**src/rtl/cds_pkg.sv**
```systemverilog
package cds_pkg;

  // Field widths
  localparam int unsigned YearW   = 16;
  localparam int unsigned MonthW  = 4;
  localparam int unsigned DayW    = 5;
  localparam int unsigned StepW   = 12;
  localparam int unsigned PackedW = 30;
  localparam int unsigned YmodW   = 9;
  localparam int unsigned QuotW   = 8;

  // Item kinds
  localparam logic KindLoad = 1'b0;
  localparam logic KindStep = 1'b1;

  // Month codes with special handling
  localparam logic [MonthW-1:0] MonthJan = 4'd1;
  localparam logic [MonthW-1:0] MonthDec = 4'd12;

  // Year modulo 400 tracking; year 65535 sits at 335 in the cycle
  localparam int unsigned       GregCycle = 400;
  localparam logic [YmodW-1:0]  YmodLast  = 9'd399;
  localparam logic [YmodW-1:0]  YmodTop   = 9'd335;
  localparam logic [YmodW-1:0]  YmodC1    = 9'd100;
  localparam logic [YmodW-1:0]  YmodC2    = 9'd200;
  localparam logic [YmodW-1:0]  YmodC3    = 9'd300;

  // floor(y / 400) = (y * RecipMul) >> RecipShift, exact for 16-bit y
  localparam int unsigned RecipShift = 25;
  localparam logic [16:0] RecipMul   = 17'd83887;

  // Packed date scaling
  localparam logic [PackedW-1:0] YearScale  = 30'd10000;
  localparam logic [PackedW-1:0] MonthScale = 30'd100;

  typedef struct packed {
    logic                    kind;
    logic [YearW-1:0]        load_year;
    logic [MonthW-1:0]       load_month;
    logic [DayW-1:0]         load_day;
    logic signed [StepW-1:0] step_days;
  } in_item_t;

  typedef struct packed {
    logic [YearW-1:0]   out_year;
    logic [MonthW-1:0]  out_month;
    logic [DayW-1:0]    out_day;
    logic [PackedW-1:0] packed_date;
  } out_item_t;

  // Controller to datapath
  typedef struct packed {
    logic load;   // take the loaded date
    logic start;  // take the step count and direction
    logic step;   // move the date by one day
    logic emit;   // capture the date into the result register
  } cmd_t;

  // Datapath to controller
  typedef struct packed {
    logic is_load;    // incoming item is a load
    logic step_zero;  // incoming step count is zero
    logic cnt_last;   // one day left to move
  } status_t;

  // Days in a month; out-of-range months count 30 days
  function automatic logic [DayW-1:0] month_len(input logic [MonthW-1:0] month,
                                                input logic leap);
    logic [DayW-1:0] len;
    case (month) inside
      4'd1, 4'd3, 4'd5, 4'd7, 4'd8, 4'd10, 4'd12: len = 5'd31;
      4'd2:                                       len = leap ? 5'd29 : 5'd28;
      default:                                    len = 5'd30;
    endcase
    return len;
  endfunction

endpackage

```
**src/rtl/cds_chan_if.sv**
```systemverilog
interface cds_chan_if #(
  parameter type T = logic
);
  logic valid;
  logic ready;
  T     data;

  modport source (output valid, output data, input ready);
  modport sink   (input valid, input data, output ready);
endinterface

```
**src/rtl/calendar_date_stepper.sv**
```systemverilog
// Channel   Dir  Payload                                        Handshake
// in_i      in   kind, load_year, load_month, load_day, step    valid/ready
// out_o     out  out_year, out_month, out_day, packed_date      valid/ready
//
// A load or a zero step moves no days; a step of n days moves the date
// one day per cycle in the datapath, with n capped at MAX_STEP.
// One item is worked at a time; the next is taken as soon as the previous
// result is in the output register, even while that result is still waiting.
// A stalled output holds the result register and blocks the next capture.
// Reset gives year 0, month 1, day 1 and an empty output register.
module calendar_date_stepper #(
  parameter int MAX_STEP = 1024
) (
  input  logic       clk_i,
  input  logic       rst_ni,
  cds_chan_if.sink   in_i,
  cds_chan_if.source out_o
);
  import cds_pkg::*;

  cmd_t      cmd;
  status_t   st;
  out_item_t out_data;

  cds_ctrl u_ctrl (
    .clk_i       (clk_i),
    .rst_ni      (rst_ni),
    .in_valid_i  (in_i.valid),
    .in_ready_o  (in_i.ready),
    .out_valid_o (out_o.valid),
    .out_ready_i (out_o.ready),
    .st_i        (st),
    .cmd_o       (cmd)
  );

  cds_dpath #(
    .MAX_STEP (MAX_STEP)
  ) u_dpath (
    .clk_i      (clk_i),
    .rst_ni     (rst_ni),
    .in_data_i  (in_i.data),
    .cmd_i      (cmd),
    .st_o       (st),
    .out_data_o (out_data)
  );

  assign out_o.data = out_data;

endmodule

```
**src/rtl/cds_ctrl.sv**
```systemverilog
module cds_ctrl (
  input  logic             clk_i,
  input  logic             rst_ni,
  input  logic             in_valid_i,
  output logic             in_ready_o,
  output logic             out_valid_o,
  input  logic             out_ready_i,
  input  cds_pkg::status_t st_i,
  output cds_pkg::cmd_t    cmd_o
);
  import cds_pkg::*;

  localparam logic SIdle = 1'b0;
  localparam logic SStep = 1'b1;

  logic state_q, state_d;
  logic pend_q, pend_d;
  logic out_valid_q, out_valid_d;
  logic slot_free;
  logic accept;
  logic step_done;

  // Result slot and handshake
  assign slot_free   = !out_valid_q || out_ready_i;
  assign in_ready_o  = (state_q == SIdle) && (!pend_q || slot_free);
  assign accept      = in_valid_i && in_ready_o;
  assign out_valid_o = out_valid_q;

  // Commands
  assign cmd_o.load  = accept && st_i.is_load;
  assign cmd_o.start = accept && !st_i.is_load && !st_i.step_zero;
  assign cmd_o.step  = (state_q == SStep);
  assign cmd_o.emit  = (state_q == SIdle) && pend_q && slot_free;
  assign step_done   = cmd_o.step && st_i.cnt_last;

  // Next state
  always_comb begin
    state_d = state_q;
    unique case (state_q)
      SIdle: begin
        if (cmd_o.start) state_d = SStep;
      end
      SStep: begin
        if (st_i.cnt_last) state_d = SIdle;
      end
      default: state_d = SIdle;
    endcase
  end

  // Pending result and output valid
  always_comb begin
    pend_d = pend_q;
    if (cmd_o.emit) pend_d = 1'b0;
    if ((accept && (st_i.is_load || st_i.step_zero)) || step_done) pend_d = 1'b1;

    out_valid_d = out_valid_q;
    if (cmd_o.emit) begin
      out_valid_d = 1'b1;
    end else if (out_ready_i) begin
      out_valid_d = 1'b0;
    end
  end

  always_ff @(posedge clk_i or negedge rst_ni) begin
    if (!rst_ni) begin
      state_q     <= SIdle;
      pend_q      <= 1'b0;
      out_valid_q <= 1'b0;
    end else begin
      state_q     <= state_d;
      pend_q      <= pend_d;
      out_valid_q <= out_valid_d;
    end
  end

  // A result is never captured over one that is still waiting
  a_emit_free: assert property (@(posedge clk_i) disable iff (!rst_ni)
    cmd_o.emit |-> (!out_valid_q || out_ready_i))
    else $error("result captured over a waiting item");

  // No item is taken while days are still being moved
  a_no_accept_busy: assert property (@(posedge clk_i) disable iff (!rst_ni)
    (state_q == SStep) |-> !in_ready_o)
    else $error("item accepted during a step run");

  // The last day of a run leaves a result pending
  a_done_pend: assert property (@(posedge clk_i) disable iff (!rst_ni)
    step_done |=> (pend_q && state_q == SIdle))
    else $error("step run ended without a pending result");

endmodule

```
**src/rtl/cds_dpath.sv**
```systemverilog
module cds_dpath #(
  parameter int MAX_STEP = 1024
) (
  input  logic               clk_i,
  input  logic               rst_ni,
  input  cds_pkg::in_item_t  in_data_i,
  input  cds_pkg::cmd_t      cmd_i,
  output cds_pkg::status_t   st_o,
  output cds_pkg::out_item_t out_data_o
);
  import cds_pkg::*;

  // Largest count that a 12-bit step can ask for is 2048
  localparam int CapMax = (MAX_STEP < 2048) ? MAX_STEP : 2048;
  localparam int CntW   = $clog2(CapMax + 1);

  logic [YearW-1:0]  year_q, year_d;
  logic [MonthW-1:0] month_q, month_d;
  logic [DayW-1:0]   day_q, day_d;
  logic [YmodW-1:0]  ymod_q, ymod_d;
  logic [QuotW-1:0]  quot_q;
  logic              mod_pend_q;
  logic [CntW-1:0]   cnt_q;
  logic              neg_q;
  out_item_t         out_q;

  logic [StepW-1:0]  raw;
  logic [StepW-1:0]  mag;
  logic [CntW-1:0]   cnt_start;
  logic [32:0]       recip_prod;
  logic [YearW-1:0]  ymod_wide;
  logic              leap;
  logic [MonthW-1:0] month_back;
  logic [DayW:0]     day_inc;
  logic [PackedW-1:0] packed_sum;

  // Step magnitude, saturated
  assign raw = in_data_i.step_days;
  assign mag = raw[StepW-1] ? StepW'(12'd0 - raw) : raw;
  always_comb begin
    if (32'(mag) > 32'(MAX_STEP)) begin
      cnt_start = CntW'(MAX_STEP);
    end else begin
      cnt_start = CntW'(mag);
    end
  end

  assign st_o.is_load   = (in_data_i.kind == KindLoad);
  assign st_o.step_zero = (raw == '0);
  assign st_o.cnt_last  = (cnt_q == CntW'(1));

  // Year modulo 400 after a load: quotient first, remainder in the cycle after
  assign recip_prod = 33'(in_data_i.load_year) * 33'(RecipMul);
  assign ymod_wide  = year_q - 16'(16'(quot_q) * 16'(GregCycle));

  // Leap year from the position in the 400-year cycle
  assign leap = (ymod_q[1:0] == 2'b00) && (ymod_q != YmodC1) &&
                (ymod_q != YmodC2) && (ymod_q != YmodC3);

  assign day_inc    = {1'b0, day_q} + 6'd1;
  assign month_back = (month_q == MonthJan) ? MonthDec : MonthW'(month_q - 4'd1);

  // Load a date, or move it one day forward or backward
  always_comb begin
    year_d  = year_q;
    month_d = month_q;
    day_d   = day_q;
    ymod_d  = ymod_q;
    if (mod_pend_q) ymod_d = ymod_wide[YmodW-1:0];
    if (cmd_i.load) begin
      year_d  = in_data_i.load_year;
      month_d = in_data_i.load_month;
      day_d   = in_data_i.load_day;
    end else if (cmd_i.step) begin
      if (!neg_q) begin
        if (day_inc <= {1'b0, month_len(month_q, leap)}) begin
          day_d = day_inc[DayW-1:0];
        end else begin
          day_d = 5'd1;
          if (month_q == MonthDec) begin
            month_d = MonthJan;
            year_d  = YearW'(year_q + 16'd1);
            if (year_q == '1)             ymod_d = '0;
            else if (ymod_q == YmodLast)  ymod_d = '0;
            else                          ymod_d = YmodW'(ymod_q + 9'd1);
          end else begin
            month_d = MonthW'(month_q + 4'd1);
          end
        end
      end else begin
        if (day_q > 5'd1) begin
          day_d = DayW'(day_q - 5'd1);
        end else begin
          month_d = month_back;
          // Only month 2 depends on the year, and it is reached from March
          day_d   = month_len(month_back, leap);
          if (month_q == MonthJan) begin
            year_d = YearW'(year_q - 16'd1);
            if (year_q == '0)        ymod_d = YmodTop;
            else if (ymod_q == '0)   ymod_d = YmodLast;
            else                     ymod_d = YmodW'(ymod_q - 9'd1);
          end
        end
      end
    end
  end

  // Date state
  always_ff @(posedge clk_i or negedge rst_ni) begin
    if (!rst_ni) begin
      year_q     <= '0;
      month_q    <= MonthJan;
      day_q      <= 5'd1;
      ymod_q     <= '0;
      mod_pend_q <= 1'b0;
    end else begin
      year_q     <= year_d;
      month_q    <= month_d;
      day_q      <= day_d;
      ymod_q     <= ymod_d;
      mod_pend_q <= cmd_i.load;
    end
  end

  // Quotient, day counter and direction
  always_ff @(posedge clk_i) begin
    if (cmd_i.load) quot_q <= recip_prod[RecipShift +: QuotW];
    if (cmd_i.start) begin
      cnt_q <= cnt_start;
      neg_q <= raw[StepW-1];
    end else if (cmd_i.step) begin
      cnt_q <= CntW'(cnt_q - CntW'(1));
    end
  end

  // Result register
  assign packed_sum = 30'(year_q) * YearScale + 30'(month_q) * MonthScale + 30'(day_q);

  always_ff @(posedge clk_i) begin
    if (cmd_i.emit) begin
      out_q.out_year    <= year_q;
      out_q.out_month   <= month_q;
      out_q.out_day     <= day_q;
      out_q.packed_date <= packed_sum;
    end
  end

  assign out_data_o = out_q;

  // The cycle position always stays inside the 400-year cycle
  a_ymod_range: assert property (@(posedge clk_i) disable iff (!rst_ni)
    ymod_q <= YmodLast)
    else $error("year cycle position out of range");

  // A started run always has days to move
  a_start_cnt: assert property (@(posedge clk_i) disable iff (!rst_ni)
    cmd_i.start |=> (cnt_q != '0))
    else $error("step run started with a zero count");

endmodule

```
**src/flat_wrapper.sv**
```systemverilog
// flat-port wrapper written by rule: the top's interface ports become plain ports
module calendar_date_stepper_flat import cds_pkg::*;
#(
  parameter int MAX_STEP = 1024
)
  (clk_i, rst_ni, in_i_valid, in_i_data, in_i_ready, out_o_valid, out_o_data, out_o_ready);
  cds_chan_if #(.T(in_item_t)) in_i_i ();
  cds_chan_if #(.T(out_item_t)) out_o_i ();
  input  logic clk_i;
  input  logic rst_ni;
  input wire logic [$bits(in_i_i.valid)-1:0] in_i_valid;
  input wire logic [$bits(in_i_i.data)-1:0] in_i_data;
  output wire logic [$bits(in_i_i.ready)-1:0] in_i_ready;
  output wire logic [$bits(out_o_i.valid)-1:0] out_o_valid;
  output wire logic [$bits(out_o_i.data)-1:0] out_o_data;
  input wire logic [$bits(out_o_i.ready)-1:0] out_o_ready;
  assign in_i_i.valid = in_i_valid;
  assign in_i_i.data = in_i_data;
  assign in_i_ready = in_i_i.ready;
  assign out_o_valid = out_o_i.valid;
  assign out_o_data = out_o_i.data;
  assign out_o_i.ready = out_o_ready;
  calendar_date_stepper #(.MAX_STEP(MAX_STEP)) u_core (.clk_i(clk_i), .rst_ni(rst_ni), .in_i(in_i_i), .out_o(out_o_i));
endmodule
```
**config.mk**
```make
export PLATFORM = sky130hd
export DESIGN_NAME = calendar_date_stepper_flat
export DESIGN_NICKNAME = d
export VERILOG_FILES = /design/src/rtl/cds_pkg.sv /design/src/rtl/cds_chan_if.sv /design/src/rtl/calendar_date_stepper.sv /design/src/rtl/cds_ctrl.sv /design/src/rtl/cds_dpath.sv /design/src/flat_wrapper.sv
export SDC_FILE = /design/constraint.sdc
export NUM_CORES = 1
export LEC_CHECK = 0
export BUFFER_PORTS_ARGS = -buffer_cell sky130_fd_sc_hd__buf_2
export CAP_MARGIN = 15
export CORE_UTILIZATION = 35
export CTS_BUF_LIST = sky130_fd_sc_hd__clkbuf_16
export DETAILED_ROUTE_END_ITERATION = 8
export HOLD_SLACK_MARGIN = 0.06
export SYNTH_ARGS = -nofsm -noshare
export SYNTH_HDL_FRONTEND = slang
export SYNTH_SLANG_ARGS = --single-unit
export TNS_END_PERCENT = 50
```
**constraint.sdc**
```tcl
create_clock -name clk_i -period 16.8 [get_ports clk_i]
set_clock_uncertainty 0.15 [all_clocks]
set_input_delay 4.2 -clock clk_i [delete_from_list [all_inputs] [get_ports clk_i]]
set_output_delay 4.2 -clock clk_i [all_outputs]
set_load 0.05 [all_outputs]
```
==> flow_summary.yaml, run 1 <==
detailed_routing:
  postRouteAntennaNets: 0
  finalWirelength_mm: 34.7
  routed_wire_length_per_instance_um: 15.9
  drt-pass1-iter-count: 4
  route.detailed.drc: 0
  vias_per_cell: 5.05
  via_count: 11000
  drt_iter0_drc: 671
final_layout:
  drive_gt1_share_pct: 9.53
  antennaDiodeCount: 0
  finalCoreUtilization_pct: 38.9
  finish.net_count: 2082
  synthToLayoutAreaGrowth_pct: 9.50
yosys:
  yosys.area_share.xor_xnor_pct: 6.04
  yosys-mux-area-fraction_pct: 0.705
  number_of_synthesized_flops_with_an_enable_pin: 70
  synth_simple_gate_area_share_pct: 10.4
  syn_inst: 1552
  synth-seq-area-share_pct: 20.5
  synthesis.area_um2: 14900
  synthesis.nets: 2002
  ys_seq_elements: 108
  yosys_warnings: 0
  yosys.area_share.adder_pct: 41.1
  synth_async_sr_flop_share_pct: 35.2
  synth_cell_type_count: 87
  syn-mean-instance-area_um2: 9.61
  synth_compound_gate_area_share_pct: 12.8
  most_used_flip_flop_cell_after_synthesis: "sky130_fd_sc_hd__edfxtp_1"
  synth_top_family_by_area: "adder cells"
die:
  die_w_um: 208
  die_area_um2: 43400
  core_area_um2: 41900
  total_number_of_placement_rows: 75
  height_of_the_die_um: 208
  ioPinCount: 99
  starting_density_of_the_core_pct: 35.6
worst_hold_path:
  worstHoldPathType: "reg -> reg"
sta:
  fin_tns_setup_ns: 0
  relSlewSlack_pct: 35.2
  fin_crit_sh_pct: 57.1
  setup_violations: 0
  final_hold_viol_count: 0
  post-route-min-period_ns: 9.58
  rsz0062_at_grt: "false"
  slew_viols_final: 0
  timing_worst_slew_pin_value_ns: 0.972
  max_freq_ghz: 0.104
placed_design:
  dpl.hpwl_mm: 28.4
  port_buffers: 98
  gp_congestion: 0.890
global_routing:
  grt_remaining_overflow: 0
  gr-usage-all-layers_pct: 16.2
  vias_in_the_first_global_route: 10800
  grt_pass1_wl_mm: 56.0
  grt_antenna_before_repair: 0
  grt_max_degree: 54
clocking:
  cts_hold_buf: 0
  cts_setup_buffers: 0
  htree_num_levels: 3
  cts.path.max_buffers: 2
  clk_pin_slew_worst_paths_ns: 0.08
  cts.sink_count: 108
  cts_resized: 0
  clockRootBuffer: "sky130_fd_sc_hd__clkbuf_16"
  cts_tree: "yes"
  numCtsBuffers: 9
  clock_insertion_delay_worst_skew_ns: 0.37
status:
  outcome: "complete, no violations"
worst_setup_path:
  required_ns: 16.77
  cp_data_arrival_time_ns: 9.55
  cp_max_fo: 6
  type_of_the_worst_setup_path: "in -> reg"
  worst_setup_path_start_kind: "input pin"
  setup.worst_path.end_class: "flop"
job:
  drv.max_cap_violation_count: 0
[cell families after synthesis]
logic type | after synthesis
buffers and inverters | 332
AOI/OAI and AO/OA | 289
muxes | 10
and+or+nand+nor | 303
DFF | 108
adders and majority gates | 408
xor gates and xnor gates | 102
[metrics by stage]
| step | hold WS [ns] | cells | cell area [um2] | worst slack [ns] |
|---|---|---|---|---|
| detailed placement | 0.431 | 2160 | 16000 | 6.84 |
| finish | 0.446 | 2176 | 16300 | 7.22 |
| global route | 0.480 | 2176 | 16300 | 6.93 |
| floorplan | 0.295 | 1552 | 14900 | 7.31 |
| global placement | 0.421 | 2160 | 16000 | 6.91 |
| CTS | 0.451 | 2176 | 16300 | 7.25 |
[critical path: stages]
cell and delay, ns:
sky130_fd_sc_hd__buf_2 0.15, sky130_fd_sc_hd__fa_1 0.61, sky130_fd_sc_hd__inv_1 0.10, sky130_fd_sc_hd__fa_1 0.50, sky130_fd_sc_hd__inv_1 0.05, sky130_fd_sc_hd__fa_1 0.51
sky130_fd_sc_hd__fa_1 0.44, sky130_fd_sc_hd__fa_1 0.54, sky130_fd_sc_hd__inv_1 0.05, sky130_fd_sc_hd__fa_1 0.52, sky130_fd_sc_hd__inv_1 0.04, sky130_fd_sc_hd__ha_1 0.20
sky130_fd_sc_hd__a21o_1 0.17, sky130_fd_sc_hd__a21o_1 0.17, sky130_fd_sc_hd__a21oi_1 0.14, sky130_fd_sc_hd__o21ai_0 0.10, sky130_fd_sc_hd__a22o_1 0.18, sky130_fd_sc_hd__a31oi_1 0.28
sky130_fd_sc_hd__a311oi_1 0.17, sky130_fd_sc_hd__o21a_1 0.21, sky130_fd_sc_hd__nor2_1 0.11, sky130_fd_sc_hd__xnor2_1 0.07
[Yosys cell counts, types with 7 or more instances]
library cell	n	area (um2)
sky130_fd_sc_hd__or3_1	8	50.1
sky130_fd_sc_hd__dfrtp_1	36	901
sky130_fd_sc_hd__inv_1	296	1110
sky130_fd_sc_hd__or2_2	7	43.8
sky130_fd_sc_hd__fa_1	136	2720
sky130_fd_sc_hd__edfxtp_1	70	2100
sky130_fd_sc_hd__nand2b_1	16	100
sky130_fd_sc_hd__a21o_1	28	210
sky130_fd_sc_hd__o21ai_0	61	305
sky130_fd_sc_hd__o22ai_1	23	144
sky130_fd_sc_hd__nor2_1	74	278
sky130_fd_sc_hd__a21oi_1	69	345
sky130_fd_sc_hd__clkbuf_1	24	90.1
sky130_fd_sc_hd__a31oi_1	14	87.6
sky130_fd_sc_hd__nand2_1	81	304
sky130_fd_sc_hd__o211ai_1	8	60.1
sky130_fd_sc_hd__nor2b_1	11	68.8
sky130_fd_sc_hd__o21a_1	17	128
sky130_fd_sc_hd__ha_1	272	3400
sky130_fd_sc_hd__nand4_1	15	93.8
sky130_fd_sc_hd__xor2_1	40	350
sky130_fd_sc_hd__nor3_1	22	110
sky130_fd_sc_hd__xnor2_1	61	534
sky130_fd_sc_hd__nor4_1	8	50.1
sky130_fd_sc_hd__a211oi_1	7	52.6
sky130_fd_sc_hd__nand3_1	23	115
[cells in the final DEF (no fill, tap or decap), types with 5 or more instances in the layout]
master,n
sky130_fd_sc_hd__xnor2_1,61
sky130_fd_sc_hd__clkbuf_16,9
sky130_fd_sc_hd__and3_1,6
sky130_fd_sc_hd__buf_4,6
sky130_fd_sc_hd__nand2b_1,16
sky130_fd_sc_hd__o2111ai_1,5
sky130_fd_sc_hd__ha_1,272
sky130_fd_sc_hd__a31oi_1,14
sky130_fd_sc_hd__a21oi_1,69
sky130_fd_sc_hd__or3_1,8
sky130_fd_sc_hd__or2_2,7
sky130_fd_sc_hd__a211oi_1,7
sky130_fd_sc_hd__xor2_1,40
sky130_fd_sc_hd__o211ai_1,8
sky130_fd_sc_hd__nand4_1,15
sky130_fd_sc_hd__nor4_1,8
sky130_fd_sc_hd__buf_2,98
sky130_fd_sc_hd__o22ai_1,23
sky130_fd_sc_hd__o21ai_0,61
sky130_fd_sc_hd__dfrtp_1,36
sky130_fd_sc_hd__nand3_1,23
sky130_fd_sc_hd__nor2b_1,11
sky130_fd_sc_hd__nand2_1,81
sky130_fd_sc_hd__inv_1,296
sky130_fd_sc_hd__a21o_1,28
sky130_fd_sc_hd__o21a_1,17
sky130_fd_sc_hd__o221ai_1,6
sky130_fd_sc_hd__nor3_1,22
sky130_fd_sc_hd__mux2i_1,6
sky130_fd_sc_hd__edfxtp_1,70
sky130_fd_sc_hd__nor2_1,73
sky130_fd_sc_hd__fa_1,136
sky130_fd_sc_hd__o31ai_1,5
[area by class of cell]
type | count | area, um2
Clock buffer | 9 | 225
Clock inverter | 7 | 121
Fill cell | 4159 | 25600
Inverter | 297 | 1110
Multi-Input combinational cell | 1112 | 10600
Sequential cell | 108 | 3060
Tap cell | 539 | 674
Timing Repair Buffer | 104 | 536
[flip-flops by register name, indices dropped and copies added, names as in the netlist]
signal and count:
u_core.u_ctrl.out_valid_o 1, u_core.u_ctrl.pend_q 1, u_core.u_ctrl.state_q 1, u_core.u_dpath.cnt_q 11, u_core.u_dpath.day_q 5, u_core.u_dpath.mod_pend_q 1, u_core.u_dpath.month_q 4, u_core.u_dpath.neg_q 1
u_core.u_dpath.out_data_o 53, u_core.u_dpath.quot_q 5, u_core.u_dpath.year_q 16, u_core.u_dpath.ymod_q 9
[path summary, 6_finish.rpt]
path	from	to	slack [ns]	depth (start not counted)
worst max-delay path	in_i_data[25]	u_core.u_dpath.quot_q[4]$_DFFE_PP_	7.22	22
worst min-delay path	u_core.u_ctrl.pend_q$_DFFE_PN0P_	u_core.u_ctrl.out_valid_o$_DFFE_PN0P_	0.45	2
worst max register to register	u_core.u_dpath.year_q[5]$_DFFE_PN0P_	u_core.u_dpath.out_data_o[28]$_DFFE_PP_	10.54	18
worst min register to register	u_core.u_ctrl.pend_q$_DFFE_PN0P_	u_core.u_ctrl.out_valid_o$_DFFE_PN0P_	0.45	2
max in group asynchronous	rst_ni	u_core.u_dpath.year_q[5]$_DFFE_PN0P_	12.05	1
min in group asynchronous	rst_ni	u_core.u_dpath.month_q[1]$_DFFE_PN0P_	3.82	1
[per-layer routing]
layer / track usage (%) / up-vias / part of all wire, %
met2: 26.4 / 202 / 47
met1: 22.4 / 5356 / 48
met3: 2.25 / 33 / 3.6
li1: - / 5407 / -
met4: 3.93 / 0 / 1.5
met5: 0 / - / 0
Power of run 1 is not shown: default switching activity piles up to over one toggle a cycle in this logic, so the estimate is an artifact.
==> inputs of run 2 (changes only) <==
ABC_AREA = 1   (was unset)
clock period = 8.9 ns   (was 16.8 ns; I/O delays follow)
==> flow_summary.yaml, run 2 <==
clocking:
  cts.path.max_buffers: 2
  clk_pin_slew_worst_paths_ns: 0.08
  clockRootBuffer: "sky130_fd_sc_hd__clkbuf_16"
  cts_tree: "yes"
  clock_insertion_delay_worst_skew_ns: 0.38
  numCtsBuffers: 9
  cts_setup_buffers: 0
  cts_hold_buf: 0
  cts.sink_count: 108
  cts_resized: 0
  htree_num_levels: 3
sta:
  timing_worst_slew_pin_value_ns: 0.966
  slew_viols_final: 0
  final_hold_viol_count: 0
  max_freq_ghz: 0.142
  fin_tns_setup_ns: 0
  post-route-min-period_ns: 7.05
  relSlewSlack_pct: 35.6
  setup_violations: 0
  rsz0062_at_grt: "false"
  fin_crit_sh_pct: 79.3
global_routing:
  grt_pass1_wl_mm: 63.2
  vias_in_the_first_global_route: 12800
  grt_max_degree: 55
  grt_antenna_before_repair: 0
  grt_remaining_overflow: 0
  gr-usage-all-layers_pct: 16.9
yosys:
  yosys.cell_count.top_type: "sky130_fd_sc_hd__inv_1"
  synth_compound_gate_area_share_pct: 8.61
  synth_cell_type_count: 53
  synth_simple_gate_area_share_pct: 18.4
  yosys.area_share.xor_xnor_pct: 4.40
  synth-seq-area-share_pct: 19.2
  yosys-mux-area-fraction_pct: 0.0630
  syn-mean-instance-area_um2: 8.16
  synth_async_sr_flop_share_pct: 35.2
  yosys.area_share.adder_pct: 38.6
  yosys_warnings: 0
  syn_inst: 1947
  most_used_flip_flop_cell_after_synthesis: "sky130_fd_sc_hd__edfxtp_1"
  synth.area.top_cells: "sky130_fd_sc_hd__ha_1, sky130_fd_sc_hd__fa_1, sky130_fd_sc_hd__edfxtp_1"
  netlist.area_leader.share_pct: 21.4
  number_of_synthesized_flops_with_an_enable_pin: 70
  synthesis.area_um2: 15900
  synthesis.nets: 2397
  ys_seq_elements: 108
  synth_top_family_by_area: "adder cells"
  synth.top_cells.by_count: "sky130_fd_sc_hd__inv_1, sky130_fd_sc_hd__nand2_1, sky130_fd_sc_hd__ha_1"
  yosysTopAreaCell: "sky130_fd_sc_hd__ha_1"
detailed_routing:
  drt_iter0_drc: 534
  route.detailed.drc: 0
  met2WireLength_mm: 18.4
  route.layer.met1.wl_mm: 17.5
  postRouteAntennaNets: 0
  route.met3.wl_mm: 1.15
  routed_wire_length_per_instance_um: 14.3
  vias_per_cell: 4.76
  topRoutingLayerUsed: "met4"
  via_count: 12500
  finalWirelength_mm: 37.7
  drt-pass1-iter-count: 5
power:
  power_density_nw_per_um2: 183
  report.power.total_mw: 3.16
  power.leakage_nw: 9.00
  ir_worst_vdd_mv: 0.185
worst_hold_path:
  worstHoldPathType: "reg -> reg"
placed_design:
  port_buffers: 98
  dpl.hpwl_mm: 31.9
  gp_congestion: 0.907
die:
  ioPinCount: 99
  total_number_of_placement_rows: 77
  die_area_um2: 46200
  die_w_um: 215
  core_area_um2: 44500
  starting_density_of_the_core_pct: 35.7
  height_of_the_die_um: 215
final_layout:
  largest_register_ffs: 53
  drive_gt1_share_pct: 8.37
  synthToLayoutAreaGrowth_pct: 8.99
  finish.net_count: 2487
  final_common_cell: "sky130_fd_sc_hd__inv_1"
  antennaDiodeCount: 0
  final_cell_mix: "sky130_fd_sc_hd__inv_1, sky130_fd_sc_hd__nand2_1, sky130_fd_sc_hd__ha_1"
worst_setup_path:
  worst_setup_path_start_kind: "input pin"
  cp_data_arrival_time_ns: 7.03
  required_ns: 8.88
  type_of_the_worst_setup_path: "in -> reg"
  cp_max_fo: 6
  setup.worst_path.end_class: "flop"
job:
  drv.max_cap_violation_count: 0
status:
  outcome: "complete, no violations"
-- run 2: cell types whose count changed in the layout (fill, tap and decap cells not counted), moves of 12 or more --
cell and delta:
sky130_fd_sc_hd__nand2_1 +275, sky130_fd_sc_hd__inv_1 +120, sky130_fd_sc_hd__nand3_1 +67, sky130_fd_sc_hd__xnor2_1 -36, sky130_fd_sc_hd__nor2_1 +31, sky130_fd_sc_hd__o21ai_0 +29, sky130_fd_sc_hd__a21o_1 -20, sky130_fd_sc_hd__nand2b_1 -16
sky130_fd_sc_hd__o21a_1 -15, sky130_fd_sc_hd__o22ai_1 -13, sky130_fd_sc_hd__nor2_2 +12
-- run 2: area by class of cell --
type                       count  area [um2]
multi-input combinational   1392       11100
fill                        4649       27200
sequential                   108        3060
clock inverter                 7        51.3
timing repair buffer         102         520
inverter                     424        1590
clock buffer                   9         225
tap                          592         741
-- run 2: power breakdown --
group          internal (mW)  total, mW  switching (mW)
registers              0.546      0.546        0.000128
clock network          0.191      0.391           0.199
logic                  0.870       2.23            1.36
-- run 2: final timing paths --
kind / from / endpoint / slack (ns) / depth (start not counted)
worst min-delay path: u_core.u_ctrl.out_valid_o$_DFFE_PN0P_ / u_core.u_ctrl.out_valid_o$_DFFE_PN0P_ / 0.39 / 2
worst max-delay path: in_i_data[34] / u_core.u_dpath.quot_q[3]$_DFFE_PP_ / 1.85 / 19
min in group asynchronous: rst_ni / u_core.u_ctrl.out_valid_o$_DFFE_PN0P_ / 1.84 / 1
worst min register to register: u_core.u_ctrl.out_valid_o$_DFFE_PN0P_ / u_core.u_ctrl.out_valid_o$_DFFE_PN0P_ / 0.39 / 2
max in group asynchronous: rst_ni / u_core.u_dpath.year_q[11]$_DFFE_PN0P_ / 6.14 / 1
worst max register to register: u_core.u_dpath.year_q[8]$_DFFE_PN0P_ / u_core.u_dpath.out_data_o[28]$_DFFE_PP_ / 3.46 / 24
-- run 2: per-stage QoR --
stage | hold WS [ns] | worst slack (ns) | area (um2) | std cells | util (%)
floorplan | 0.302 | 1.87 | 15900 | 1947 | -
global placement | 0.365 | 1.48 | 17000 | 2618 | 38.3
detailed placement | 0.379 | 1.44 | 17000 | 2618 | 38.3
CTS | 0.399 | 1.85 | 17300 | 2634 | 38.9
global route | 0.430 | 1.52 | 17300 | 2634 | 38.9
finish | 0.389 | 1.85 | 17300 | 2634 | 38.9
-- run 2: logic make-up after synthesis --
logic type	Yosys count
AO/OA/AOI/OAI	242
XOR/XNOR	78
adder cells (fa/ha/maj)	408
buffers and inverters	447
flip-flops	108
multiplexers	1
AND/OR/NAND/NOR	663
-- run 2: routing by layer --
layer	up-vias	global-route usage (%)
met5	-	0
met4	0	4.35
met3	41	1.67
met2	193	29.9
met1	5871	21.8
li1	6425	-
-- run 2: critical path, stage by stage --
cell                       delay, ns
sky130_fd_sc_hd__buf_2          0.15
sky130_fd_sc_hd__fa_1           0.58
sky130_fd_sc_hd__inv_1          0.11
sky130_fd_sc_hd__fa_1           0.51
sky130_fd_sc_hd__inv_1          0.06
sky130_fd_sc_hd__fa_1           0.50
sky130_fd_sc_hd__fa_1           0.52
sky130_fd_sc_hd__fa_1           0.54
sky130_fd_sc_hd__inv_1          0.05
sky130_fd_sc_hd__fa_1           0.52
sky130_fd_sc_hd__inv_1          0.04
sky130_fd_sc_hd__ha_1           0.33
sky130_fd_sc_hd__a21oi_1        0.22
sky130_fd_sc_hd__o21ai_0        0.12
sky130_fd_sc_hd__nand2_1        0.07
sky130_fd_sc_hd__o211ai_1       0.07
sky130_fd_sc_hd__a21oi_1        0.12
sky130_fd_sc_hd__o21ai_0        0.11
sky130_fd_sc_hd__xor2_1         0.15
Power figures use the tool's default switching activity.
==> inputs of run 3 (changes only) <==
ABC_AREA = 0   (was 1)
clock period = 6.2 ns   (was 8.9 ns; I/O delays follow)
==> flow_summary.yaml, run 3 (synthesized netlist as in run 1, its figures left out) <==
status:
  outcome: "complete, but fails checks"
  violations: "negative setup slack"
global_routing:
  grt_max_degree: 54
  gr-usage-all-layers_pct: 17.0
  vias_in_the_first_global_route: 11600
  grt_remaining_overflow: 0
  grt_antenna_before_repair: 0
  grt_pass1_wl_mm: 58.9
worst_setup_path:
  setup.worst_path.end_class: "flop"
  timing.critical_path.mode_cell: "sky130_fd_sc_hd__fa_1"
  cp_max_fo: 3
  reg2reg_path_depth: 20
  cp_data_arrival_time_ns: 6.50
  critical_path_cell_count: 21
  critical-path-top-delay-family: "adder cells"
  regToRegSetupSlack_ns: 0.55
  critPathBufInv: 5
  crit_path_max_incr_delay_ns: 0.58
  crit_path_cell_trace: "buf_8, fa_1, inv_2, fa_1, inv_1, fa_1, fa_1, fa_1, inv_2, fa_1, inv_2, ha_4, a21o_1, a21oi_2, o21ai_1, a22o_1, a31oi_4, a311oi_2, o21a_1, nor2_1, xnor2_1"
  worst_setup_path_start_kind: "input pin"
  type_of_the_worst_setup_path: "in -> reg"
  required_ns: 6.18
  critPathSlowestCell: "sky130_fd_sc_hd__fa_1"
placed_design:
  dpl.hpwl_mm: 29.5
  port_buffers: 98
  gp_congestion: 0.882
detailed_routing:
  drt_iter0_drc: 558
  route.detailed.drc: 0
  postRouteAntennaNets: 0
  vias_per_cell: 5.00
  finalWirelength_mm: 36.0
  via_count: 11400
  routed_wire_length_per_instance_um: 15.8
  drt-pass1-iter-count: 7
sta:
  hold_slack_ns: 0.442
  fin_crit_sh_pct: 105
  final_hold_viol_count: 0
  relSlewSlack_pct: 36.2
  post-route-min-period_ns: 6.53
  setup_violations: 5
  max_freq_ghz: 0.153
  rsz0062_at_grt: "true"
  timing.final.ws_setup_ns: -0.328
  timing_worst_slew_pin_value_ns: 0.957
  slew_viols_final: 0
die:
  die_w_um: 208
  ioPinCount: 99
  total_number_of_placement_rows: 75
  core_area_um2: 41900
  starting_density_of_the_core_pct: 35.6
  die_area_um2: 43400
  height_of_the_die_um: 208
clocking:
  clk_pin_slew_worst_paths_ns: 0.08
  clock_insertion_delay_worst_skew_ns: 0.38
  cts_tree: "yes"
  clockRootBuffer: "sky130_fd_sc_hd__clkbuf_16"
  cts_hold_buf: 0
  cts.sink_count: 108
  numCtsBuffers: 9
  cts.path.max_buffers: 2
  htree_num_levels: 3
final_layout:
  synthToLayoutAreaGrowth_pct: 16.1
  finalCoreUtilization_pct: 41.3
  number_of_fillers_in_the_final_layout: 4107
  drive_gt1_share_pct: 17.2
  finish.net_count: 2188
  final_common_cell: "sky130_fd_sc_hd__inv_1"
  antennaDiodeCount: 0
  largest_register_ffs: 53
  final_cell_mix: "sky130_fd_sc_hd__inv_1, sky130_fd_sc_hd__ha_1, sky130_fd_sc_hd__fa_1"
worst_hold_path:
  worstHoldPathType: "reg -> reg"
  hold-path-cell-count: 2
job:
  drv.max_cap_violation_count: 0
run 3: cell count changes in the layout (fill, tap and decap cells not counted), sizes merged, moves of 17 or more:
| cell | previous run | this run |
|---|---|---|
| a21o | 8 | 28 |
| o21ai | 93 | 64 |
| nand3 | 93 | 25 |
| buf | 102 | 210 |
| nand2 | 367 | 81 |
| inv | 424 | 300 |
| nand2b | 0 | 17 |
| nor2 | 122 | 76 |
| xnor2 | 25 | 61 |
run 3: layer usage:
metal,vias up,GRT usage (%),wire length (um)
met4,0,4.42,636
li1,5614,-,-
met5,-,0,0
met3,33,2.14,1390
met1,5562,22.9,16900
met2,212,28.6,17100
run 3: final cells by class:
type / instances / area [um2] / share of cell area (%)
well taps: 539 / 674 / 3.90
repair buffers: 210 / 1350 / 7.82
multi-input cells: 1112 / 10800 / 62.4
clock inverters: 7 / 81.3 / 0.470
clock buffers: 9 / 225 / 1.30
flip-flops and latches: 108 / 3060 / 17.6
inverters: 297 / 1110 / 6.44
run 3: path summary, 6_finish.rpt:
kind / start / end
setup / recovery: in_i_data[34] / u_core.u_dpath.quot_q[4]$_DFFE_PP_
hold / removal: u_core.u_ctrl.pend_q$_DFFE_PN0P_ / u_core.u_ctrl.out_valid_o$_DFFE_PN0P_
setup reg to reg: u_core.u_dpath.year_q[9]$_DFFE_PN0P_ / u_core.u_dpath.out_data_o[29]$_DFFE_PP_
hold reg to reg: u_core.u_ctrl.pend_q$_DFFE_PN0P_ / u_core.u_ctrl.out_valid_o$_DFFE_PN0P_
max in group asynchronous: rst_ni / u_core.u_dpath.year_q[15]$_DFFE_PN0P_
min in group asynchronous: rst_ni / u_core.u_dpath.month_q[2]$_DFFE_PN0P_
run 3: tightest hold or removal path: cells and delay by family, from the launching register on:
family           cells  cell delay (ns)
flip-flops           1             0.36
AND/OR/NAND/NOR      2             0.19
run 3: what timing repair did:
item,4_1_cts,5_1_grt
buffers inserted,5,0
setup endpoints to repair,5,5
gates cloned,0,0
pin swaps,18,11
resized for setup,23,14
run 3: stage by stage:
| step | setup WS [ns] | TNS [ns] | instances | instance area, um2 |
|---|---|---|---|---|
| finish | -0.328 | -1.03 | 2282 | 17300 |
| CTS | -0.288 | -0.877 | 2282 | 17200 |
| global route | -0.476 | -1.73 | 2282 | 17300 |
| global placement | -0.800 | -3.11 | 2261 | 16800 |
| floorplan | -0.411 | -1.06 | 1552 | 15000 |
| detailed placement | -0.886 | -3.49 | 2261 | 16800 |
Power of run 3 is left out for the same reason.
